File: config.mk
export PLATFORM = sky130hd
export DESIGN_NAME = json_string_unescape_top
export DESIGN_NICKNAME = d
export VERILOG_FILES = /design/src/jsu_pkg.sv /design/src/jsu_decode.sv /design/src/json_string_unescape_top.sv
export SDC_FILE = /design/constraint.sdc
export NUM_CORES = 1
export LEC_CHECK = 0
export ABC_AREA = 1
export BUFFER_PORTS_ARGS = -buffer_cell sky130_fd_sc_hd__buf_4
export CELL_PAD_IN_SITES_DETAIL_PLACEMENT = 2
export CELL_PAD_IN_SITES_GLOBAL_PLACEMENT = 2
export CORE_ASPECT_RATIO = 0.7
export CORE_MARGIN = 1.5
export CORE_UTILIZATION = 39
export CTS_BUF_LIST = sky130_fd_sc_hd__clkbuf_8
export CTS_CLUSTER_DIAMETER = 120
export DETAILED_ROUTE_END_ITERATION = 10
export GPL_ROUTABILITY_DRIVEN = 0
export PLACE_DENSITY_LB_ADDON = 0.1
export SYNTH_ARGS = -nofsm -noshare
export SYNTH_HDL_FRONTEND = slang
export SYNTH_HIERARCHICAL = 1
export SYNTH_SLANG_ARGS = --single-unit
export TNS_END_PERCENT = 10
File: constraint.sdc
create_clock -name clk -period 7.04 [get_ports clk]
set_input_delay 0.704 -clock clk [delete_from_list [all_inputs] [get_ports clk]]
set_output_delay 0.704 -clock clk [all_outputs]
set_load 0.05 [all_outputs]
File: src/jsu_pkg.sv
`default_nettype none
package jsu_pkg;

  typedef enum logic [1:0] {
    MODE_IDLE,
    MODE_STR,
    MODE_ESC,
    MODE_HEX
  } mode_t;

  localparam logic [2:0] KIND_DATA   = 3'd0;
  localparam logic [2:0] KIND_DONE   = 3'd1;
  localparam logic [2:0] KIND_TOKEN  = 3'd2;
  localparam logic [2:0] KIND_END    = 3'd3;
  localparam logic [2:0] KIND_NOTSTR = 3'd4;

  localparam int unsigned MAX_RES = 3;

  // results of one item, entry 0 goes out first
  typedef struct packed {
    logic [1:0]                cnt;
    logic [MAX_RES-1:0][7:0]   bytes;
    logic [MAX_RES-1:0][2:0]   kinds;
  } res_t;

endpackage
`default_nettype wire

File: src/jsu_decode.sv
`default_nettype none
module jsu_decode (
  input  wire logic         clk,
  input  wire logic         rst_n,
  input  wire logic         take,
  input  wire logic [7:0]   in_byte,
  input  wire logic         is_end,
  output jsu_pkg::res_t     res
);

  localparam logic [7:0] CH_QUOTE = 8'h22;
  localparam logic [7:0] CH_BSL   = 8'h5c;
  localparam logic [7:0] CH_SLASH = 8'h2f;
  localparam logic [7:0] CH_B     = 8'h62;
  localparam logic [7:0] CH_F     = 8'h66;
  localparam logic [7:0] CH_N     = 8'h6e;
  localparam logic [7:0] CH_R     = 8'h72;
  localparam logic [7:0] CH_T     = 8'h74;
  localparam logic [7:0] CH_U     = 8'h75;
  localparam logic [7:0] CH_DEL   = 8'h7f;

  jsu_pkg::mode_t mode_r, mode_nxt;
  logic [1:0]     hex_r, hex_nxt;
  logic [15:0]    cp_r, cp_nxt;

  logic           hex_ok;
  logic [3:0]     hex_val;
  logic [15:0]    cp_new;
  logic           esc_ok;
  logic [7:0]     esc_char;
  logic           is_ctrl;
  logic           open;
  jsu_pkg::res_t  raw;

  always_comb begin
    hex_ok  = 1'b1;
    hex_val = 4'd0;
    if (in_byte >= 8'h30 && in_byte <= 8'h39) begin
      hex_val = in_byte[3:0];
    end else if ((in_byte >= 8'h61 && in_byte <= 8'h66) ||
                 (in_byte >= 8'h41 && in_byte <= 8'h46)) begin
      hex_val = in_byte[3:0] + 4'd9;
    end else begin
      hex_ok = 1'b0;
    end
  end

  assign cp_new  = {cp_r[11:0], hex_val};
  assign is_ctrl = (in_byte <= 8'h1f) || (in_byte == CH_DEL);

  always_comb begin
    esc_ok   = 1'b1;
    esc_char = 8'h00;
    case (in_byte)
      CH_QUOTE: esc_char = CH_QUOTE;
      CH_BSL:   esc_char = CH_BSL;
      CH_SLASH: esc_char = CH_SLASH;
      CH_B:     esc_char = 8'h08;
      CH_F:     esc_char = 8'h0c;
      CH_N:     esc_char = 8'h0a;
      CH_R:     esc_char = 8'h0d;
      CH_T:     esc_char = 8'h09;
      default:  esc_ok   = 1'b0;
    endcase
  end

  // next state
  always_comb begin
    mode_nxt = mode_r;
    hex_nxt  = hex_r;
    cp_nxt   = cp_r;
    unique case (mode_r)
      jsu_pkg::MODE_IDLE: begin
        if (in_byte == CH_QUOTE) mode_nxt = jsu_pkg::MODE_STR;
      end
      jsu_pkg::MODE_STR: begin
        if (in_byte == CH_QUOTE || is_ctrl) mode_nxt = jsu_pkg::MODE_IDLE;
        else if (in_byte == CH_BSL) mode_nxt = jsu_pkg::MODE_ESC;
      end
      jsu_pkg::MODE_ESC: begin
        if (esc_ok) begin
          mode_nxt = jsu_pkg::MODE_STR;
        end else if (in_byte == CH_U) begin
          mode_nxt = jsu_pkg::MODE_HEX;
          hex_nxt  = 2'd0;
          cp_nxt   = 16'h0000;
        end else begin
          mode_nxt = jsu_pkg::MODE_IDLE;
        end
      end
      jsu_pkg::MODE_HEX: begin
        if (!hex_ok) begin
          mode_nxt = jsu_pkg::MODE_IDLE;
          hex_nxt  = 2'd0;
          cp_nxt   = 16'h0000;
        end else if (hex_r == 2'd3) begin
          mode_nxt = jsu_pkg::MODE_STR;
          hex_nxt  = 2'd0;
          cp_nxt   = 16'h0000;
        end else begin
          hex_nxt = hex_r + 2'd1;
          cp_nxt  = cp_new;
        end
      end
      default: mode_nxt = jsu_pkg::MODE_IDLE;
    endcase
    if (is_end) begin
      mode_nxt = jsu_pkg::MODE_IDLE;
      hex_nxt  = 2'd0;
      cp_nxt   = 16'h0000;
    end
  end

  // results
  always_comb begin
    raw  = '0;
    open = 1'b0;
    unique case (mode_r)
      jsu_pkg::MODE_IDLE: begin
        if (in_byte == CH_QUOTE) begin
          open = 1'b1;
        end else begin
          raw.cnt      = 2'd1;
          raw.kinds[0] = jsu_pkg::KIND_NOTSTR;
        end
      end
      jsu_pkg::MODE_STR: begin
        if (in_byte == CH_QUOTE) begin
          raw.cnt      = 2'd1;
          raw.kinds[0] = jsu_pkg::KIND_DONE;
        end else if (in_byte == CH_BSL) begin
          open = 1'b1;
        end else if (is_ctrl) begin
          raw.cnt      = 2'd1;
          raw.kinds[0] = jsu_pkg::KIND_TOKEN;
        end else begin
          raw.cnt      = 2'd1;
          raw.bytes[0] = in_byte;
          open         = 1'b1;
        end
      end
      jsu_pkg::MODE_ESC: begin
        if (esc_ok) begin
          raw.cnt      = 2'd1;
          raw.bytes[0] = esc_char;
          open         = 1'b1;
        end else if (in_byte == CH_U) begin
          open = 1'b1;
        end else begin
          raw.cnt      = 2'd1;
          raw.kinds[0] = jsu_pkg::KIND_TOKEN;
        end
      end
      jsu_pkg::MODE_HEX: begin
        if (!hex_ok) begin
          raw.cnt      = 2'd1;
          raw.kinds[0] = jsu_pkg::KIND_TOKEN;
        end else begin
          open = 1'b1;
          if (hex_r == 2'd3) begin
            // utf-8 encoding of the code point, one to three bytes
            if (cp_new < 16'h0080) begin
              raw.cnt      = 2'd1;
              raw.bytes[0] = cp_new[7:0];
            end else if (cp_new < 16'h0800) begin
              raw.cnt      = 2'd2;
              raw.bytes[0] = {3'b110, cp_new[10:6]};
              raw.bytes[1] = {2'b10, cp_new[5:0]};
            end else begin
              raw.cnt      = 2'd3;
              raw.bytes[0] = {4'b1110, cp_new[15:12]};
              raw.bytes[1] = {2'b10, cp_new[11:6]};
              raw.bytes[2] = {2'b10, cp_new[5:0]};
            end
          end
        end
      end
      default: raw = '0;
    endcase
    res = raw;
    // string still open at end of input replaces everything else
    if (is_end && open) begin
      res          = '0;
      res.cnt      = 2'd1;
      res.kinds[0] = jsu_pkg::KIND_END;
    end
  end

  always_ff @(posedge clk) begin
    if (!rst_n) begin
      mode_r <= jsu_pkg::MODE_IDLE;
      hex_r  <= 2'd0;
      cp_r   <= 16'h0000;
    end else if (take) begin
      mode_r <= mode_nxt;
      hex_r  <= hex_nxt;
      cp_r   <= cp_nxt;
    end
  end

endmodule
`default_nettype wire

File: src/json_string_unescape_top.sv
`default_nettype none
// channel   ports                                      direction
// in        in_valid in_ready in_byte in_is_end        sink
// out       out_valid out_ready out_byte out_kind out_last   source
//
// one input byte per cycle; an item is held in an input register and decoded
// into a result register of up to three entries in one pass
// items that give one or no result sustain one per cycle unless stalled;
// a \u escape that needs two or three utf-8 bytes holds the input while the
// result register drains
// synchronous active-low reset returns to idle outside any string
// out_ready low stalls the result register and then the input register
module json_string_unescape_top (
  input  wire logic       clk,
  input  wire logic       rst_n,
  input  wire logic       in_valid,
  output logic            in_ready,
  input  wire logic [7:0] in_byte,
  input  wire logic       in_is_end,
  output logic            out_valid,
  input  wire logic       out_ready,
  output logic [7:0]      out_byte,
  output logic [2:0]      out_kind,
  output logic            out_last
);

  logic                    in_v_r;
  logic [7:0]              in_byte_r;
  logic                    in_end_r;

  logic [1:0]              cnt_r;
  logic [jsu_pkg::MAX_RES-1:0][7:0] bytes_r;
  logic [jsu_pkg::MAX_RES-1:0][2:0] kinds_r;

  jsu_pkg::res_t           dec;
  logic                    move;
  logic                    pop;

  jsu_decode u_decode (
    .clk     (clk),
    .rst_n   (rst_n),
    .take    (move),
    .in_byte (in_byte_r),
    .is_end  (in_end_r),
    .res     (dec)
  );

  assign pop      = out_valid && out_ready;
  // the held item moves once the result register can take its results
  assign move     = in_v_r && ((cnt_r == 2'd0) || (cnt_r == 2'd1 && out_ready) ||
                               (dec.cnt == 2'd0));
  assign in_ready = !in_v_r || move;

  assign out_valid = (cnt_r != 2'd0);
  assign out_byte  = bytes_r[0];
  assign out_kind  = kinds_r[0];
  assign out_last  = (cnt_r == 2'd1);

  always_ff @(posedge clk) begin
    if (!rst_n) begin
      in_v_r <= 1'b0;
    end else if (in_ready) begin
      in_v_r <= in_valid;
    end
  end

  always_ff @(posedge clk) begin
    if (in_ready && in_valid) begin
      in_byte_r <= in_byte;
      in_end_r  <= in_is_end;
    end
  end

  always_ff @(posedge clk) begin
    if (!rst_n) begin
      cnt_r <= 2'd0;
    end else if (move && dec.cnt != 2'd0) begin
      cnt_r <= dec.cnt;
    end else if (pop) begin
      cnt_r <= cnt_r - 2'd1;
    end
  end

  always_ff @(posedge clk) begin
    if (move && dec.cnt != 2'd0) begin
      bytes_r <= dec.bytes;
      kinds_r <= dec.kinds;
    end else if (pop) begin
      bytes_r[0] <= bytes_r[1];
      bytes_r[1] <= bytes_r[2];
      kinds_r[0] <= kinds_r[1];
      kinds_r[1] <= kinds_r[2];
    end
  end

endmodule
`default_nettype wire
==> flow_summary.html <==
<table>
<tr><th>Metric</th><th>Value</th></tr>
<tr><th colspan="2">Detailed routing</th></tr>
<tr><td>Routed WL</td><td>12,300 µm</td></tr>
<tr><td>DRT Pass-1 Iters</td><td>4</td></tr>
<tr><td>Routed len/inst</td><td>19.0 µm</td></tr>
<tr><td>Detailed-route vias per instance</td><td>5.16</td></tr>
<tr><td>Total number of vias</td><td>3,351</td></tr>
<tr><td>Number of remaining DRC errors</td><td>0</td></tr>
<tr><td>DR iter-0 viols</td><td>178</td></tr>
<tr><td>Post-detailed-route count of antenna-violating nets</td><td>0</td></tr>
<tr><th colspan="2">Logic synthesis</th></tr>
<tr><td>Synthesized instance count</td><td>506</td></tr>
<tr><td>Predominant post-synthesis flop cell</td><td>sky130_fd_sc_hd__edfxtp_1</td></tr>
<tr><td>Post-Syn Area per Cell</td><td>7.43 µm²</td></tr>
<tr><td>Synth top area share</td><td>33.6%</td></tr>
<tr><td>Sequential-to-total area share from yosys stat</td><td>43.7%</td></tr>
<tr><td>Most area-consuming cells after synthesis</td><td>sky130_fd_sc_hd__edfxtp_1 (34%), sky130_fd_sc_hd__nand2_1 (15%), sky130_fd_sc_hd__dfxtp_1 (10%)</td></tr>
<tr><td>YS warnings</td><td>6</td></tr>
<tr><td>Post-synthesis register bit count</td><td>61</td></tr>
<tr><td>Synth cell count leaders</td><td>sky130_fd_sc_hd__nand2_1 (150), sky130_fd_sc_hd__nor2_1 (70), sky130_fd_sc_hd__inv_1 (59)</td></tr>
<tr><td>Largest area contributor in the netlist</td><td>sky130_fd_sc_hd__edfxtp_1</td></tr>
<tr><td>Cell with the most instances after synthesis</td><td>sky130_fd_sc_hd__nand2_1</td></tr>
<tr><td>Summed instance area of the synthesized netlist</td><td>3760 µm²</td></tr>
<tr><td>Fraction of registers with async set or reset after synthesis</td><td>0%</td></tr>
<tr><td>Number of enable-type register cells in the synthesized netlist</td><td>42</td></tr>
<tr><td>Number of unique standard cell types used by synthesis</td><td>36</td></tr>
<tr><th colspan="2">Worst setup path</th></tr>
<tr><td>Critical Setup Path Class</td><td>reg -&gt; reg</td></tr>
<tr><td>Peak per-stage delay on the critical path</td><td>0.91 ns</td></tr>
<tr><td>Startpoint class of the critical path</td><td>register</td></tr>
<tr><td>Crit end category</td><td>register</td></tr>
<tr><td>Bufs and invs on worst path</td><td>5</td></tr>
<tr><td>Cell chain of the critical path</td><td>inv_1 &gt; ha_1 &gt; inv_1 &gt; nor2_1 &gt; nand3_1 &gt; nand2_1 &gt; nor2_2 &gt; nand3_2 &gt; nand2_1 &gt; nand2_1 &gt; nand2_2 &gt; nand2_2 &gt; inv_1 &gt; inv_1 &gt; nand2_1 &gt; nand3_4 &gt; nand2_1 &gt; inv_1 &gt; nor2_1 &gt; nor2_1</td></tr>
<tr><td>Largest fanout of any net on the critical path</td><td>27</td></tr>
<tr><td>Slowest cell on the critical path</td><td>sky130_fd_sc_hd__nand2_1</td></tr>
<tr><td>Arrival @ worst endpoint</td><td>4.16 ns</td></tr>
<tr><td>Cell family contributing the most delay on the critical path</td><td>simple AND/OR/NAND/NOR gates</td></tr>
<tr><td>Worst path required time</td><td>7.28 ns</td></tr>
<tr><th colspan="2">Floorplan</th></tr>
<tr><td>Number of top-level design ports</td><td>27</td></tr>
<tr><td>Initial Util</td><td>40.8%</td></tr>
<tr><td>Area of the die</td><td>10,200 µm²</td></tr>
<tr><td>Number of cell rows</td><td>29</td></tr>
<tr><td>Placeable Area</td><td>9220 µm²</td></tr>
<tr><td>Floorplan die height</td><td>85.1 µm</td></tr>
<tr><td>Overall die width</td><td>120 µm</td></tr>
<tr><th colspan="2">CTS</th></tr>
<tr><td>Clock Latency Late Sink</td><td>0.36 ns</td></tr>
<tr><td>CTS max path bufs</td><td>2</td></tr>
<tr><td>CTS tree</td><td>done</td></tr>
<tr><td>CTS sink count</td><td>61</td></tr>
<tr><td>Clock root buffer master</td><td>sky130_fd_sc_hd__clkbuf_8</td></tr>
<tr><td>Number of buffers created by CTS</td><td>9</td></tr>
<tr><td>H-tree level count</td><td>3</td></tr>
<tr><td>Post-CTS resize count</td><td>0</td></tr>
<tr><td>Setup Buffers After CTS</td><td>0</td></tr>
<tr><td>Clock-pin transition on the worst setup and hold timing paths</td><td>0.07 ns</td></tr>
<tr><td>Total of hold buffers inserted after clock tree synthesis</td><td>0</td></tr>
<tr><th colspan="2">Layout</th></tr>
<tr><td>Number of diodes</td><td>0</td></tr>
<tr><td>Layout fillers</td><td>1,084</td></tr>
<tr><td>Synth-to-layout area growth</td><td>9.65%</td></tr>
<tr><td>Fraction of layout cells with a size suffix above 1</td><td>13.5%</td></tr>
<tr><td>Net count reported at finish</td><td>541</td></tr>
<tr><th colspan="2">Placed design</th></tr>
<tr><td>Number of I/O port buffers</td><td>26</td></tr>
<tr><td>Total half-perimeter wirelength after legalization and detailed placement</td><td>9200 µm</td></tr>
<tr><th colspan="2">Min path</th></tr>
<tr><td>Worst min-delay path class</td><td>reg -&gt; reg</td></tr>
<tr><th colspan="2">Timing</th></tr>
<tr><td>Count of endpoints failing setup in the final report</td><td>0</td></tr>
<tr><td>Period utilization</td><td>55.7%</td></tr>
<tr><td>Unrepaired setup endpoints after global routing</td><td>no</td></tr>
<tr><td>Worst-Margin Slew</td><td>1.11 ns</td></tr>
<tr><td>Min Clock Period, post-route</td><td>3.92 ns</td></tr>
<tr><td>Number of endpoints with negative hold slack in the final report</td><td>0</td></tr>
<tr><td>Clock skew after layout</td><td>0.0105 ns</td></tr>
<tr><td>Worst max-slew margin expressed relative to the limit</td><td>26.1%</td></tr>
<tr><td>Final number of max-transition violations</td><td>0</td></tr>
<tr><td>Fin Setup TNS</td><td>0 ns</td></tr>
<tr><td>Post-route worst hold slack</td><td>0.504 ns</td></tr>
<tr><td>Maximum achievable frequency</td><td>0.255 GHz</td></tr>
<tr><th colspan="2">Power and ir drop</th></tr>
<tr><td>Total leakage power</td><td>1.92 nW</td></tr>
<tr><td>Pwr/cell area</td><td>365 nW/µm²</td></tr>
<tr><td>Worst VDD drop</td><td>0.000254 V</td></tr>
<tr><th colspan="2">Global routing</th></tr>
<tr><td>Wire length of the first global-routing pass</td><td>20,000 µm</td></tr>
<tr><td>Number of global-route vias before repair</td><td>3,608</td></tr>
<tr><td>Overflow after GRT</td><td>0</td></tr>
<tr><td>Number of antenna violations at the first check in global routing</td><td>0</td></tr>
<tr><td>Pin count of the biggest net entering global routing</td><td>34</td></tr>
<tr><td>Global router's overall resource usage</td><td>26.2%</td></tr>
<tr><th colspan="2">Run</th></tr>
<tr><td>Max-cap violations</td><td>0</td></tr>
<tr><th colspan="2">Status</th></tr>
<tr><td>Run status</td><td>finished clean</td></tr>
</table>
per-stage QoR:
| step | cell area [µm²] | util (%) | setup WS (ns) | std cells | total power [mW] |
|---|---|---|---|---|---|
| after floorplan | 3780 | - | 4.04 | 513 | 1.04 |
| final | 4120 | 44.7 | 3.12 | 650 | 1.50 |
| after detailed placement | 3930 | 42.6 | 3.18 | 634 | 1.19 |
| after global placement | 3930 | 42.6 | 3.47 | 634 | 1.15 |
| after global routing | 4120 | 44.7 | 2.77 | 650 | 1.59 |
| after CTS | 4120 | 44.7 | 3.09 | 650 | 1.52 |
sequential cells by signal (all words and copies together), names as in the netlist:
name / count
cnt_r: 2
in_byte_r: 8
in_end_r: 1
kinds_r: 6
u_decode/mode_r: 2
in_v_r: 1
out_kind: 3
u_decode/cp_r: 12
bytes_r: 16
u_decode/hex_r: 2
out_byte: 8
placed cells by master, fill, tap and decap left out:
cell,instances
sky130_fd_sc_hd__nand2_4,1
sky130_fd_sc_hd__xor2_1,3
sky130_fd_sc_hd__inv_1,61
sky130_fd_sc_hd__nor4_1,2
sky130_fd_sc_hd__and2_4,1
sky130_fd_sc_hd__a22oi_1,4
sky130_fd_sc_hd__or2_1,1
sky130_fd_sc_hd__o21ai_0,13
sky130_fd_sc_hd__bufinv_16,1
sky130_fd_sc_hd__inv_2,6
sky130_fd_sc_hd__nor3_1,4
sky130_fd_sc_hd__clkinv_1,1
sky130_fd_sc_hd__nand3_2,3
sky130_fd_sc_hd__buf_4,27
sky130_fd_sc_hd__o21bai_1,1
sky130_fd_sc_hd__nand3_1,34
sky130_fd_sc_hd__nor2_4,1
sky130_fd_sc_hd__clkinv_2,1
sky130_fd_sc_hd__a21oi_1,20
sky130_fd_sc_hd__nand4_1,6
sky130_fd_sc_hd__and2_1,1
sky130_fd_sc_hd__nor2_1,70
sky130_fd_sc_hd__clkinvlp_4,2
sky130_fd_sc_hd__dfxtp_1,19
sky130_fd_sc_hd__clkbuf_8,10
sky130_fd_sc_hd__o21ai_1,3
sky130_fd_sc_hd__o2111ai_1,2
sky130_fd_sc_hd__nand3_4,2
sky130_fd_sc_hd__conb_1,8
sky130_fd_sc_hd__ha_1,7
sky130_fd_sc_hd__o211ai_1,1
sky130_fd_sc_hd__o21a_1,2
sky130_fd_sc_hd__edfxtp_1,42
sky130_fd_sc_hd__nand2_1,150
sky130_fd_sc_hd__nand2_2,11
sky130_fd_sc_hd__o21ai_2,1
sky130_fd_sc_hd__nor2_2,4
power breakdown:
group	leakage, nW	internal, mW	switching [mW]
Clock	0.101	0.170	0.148
Sequential	0.557	0.523	0.0573
Combinational	1.26	0.154	0.452
final timing paths:
| kind | from | endpoint | slack (ns) | depth (start not counted) |
|---|---|---|---|---|
| worst min register to register | u_decode/hex_r[1]$_SDFFE_PN0P_ | u_decode/hex_r[1]$_SDFFE_PN0P_ | 0.50 | 2 |
| worst max register to register | in_byte_r[0]$_DFFE_PP_ | cnt_r[1]$_SDFFE_PN0P_ | 3.12 | 20 |
| worst max-delay path | in_byte_r[0]$_DFFE_PP_ | cnt_r[1]$_SDFFE_PN0P_ | 3.12 | 20 |
| worst min-delay path | u_decode/hex_r[1]$_SDFFE_PN0P_ | u_decode/hex_r[1]$_SDFFE_PN0P_ | 0.50 | 2 |
kinds of logic after synthesis:
family	after synthesis	share of synthesized area (%)
AND/OR/NAND/NOR	291	33.8
buffers and inverters	96	12.3
XOR/XNOR	3	0.699
flip-flops	61	43.7
adder cells (fa/ha/maj)	7	2.33
other	1	0.0998
AO/OA/AOI/OAI	47	7.09
cell type report:
class | count | area [µm²] | area share [%]
well taps | 124 | 155 | 3.76
clock inverters | 6 | 57.6 | 1.40
inverters | 66 | 248 | 6.01
flip-flops and latches | 61 | 1640 | 39.8
repair buffers | 27 | 203 | 4.92
clock buffers | 10 | 138 | 3.34
multi-input cells | 356 | 1680 | 40.7
routing by layer:
metal | GRT usage (%) | vias to the layer above | wire [µm]
li1 | - | 1615 | -
met1 | 35.2 | 1642 | 5790
met2 | 43.9 | 79 | 5780
met3 | 5.38 | 15 | 630
met4 | 5.45 | 0 | 138
met5 | 0 | - | 0
worst reg2reg max path: cells and delay by family (launching register included):
family | cells | cell delay (ns)
flip-flops | 1 | 0.42
AND/OR/NAND/NOR | 14 | 2.70
adder cells (fa/ha/maj) | 1 | 0.25
buffers and inverters | 5 | 0.44
Note: power is estimated with default switching activity, not from simulation.
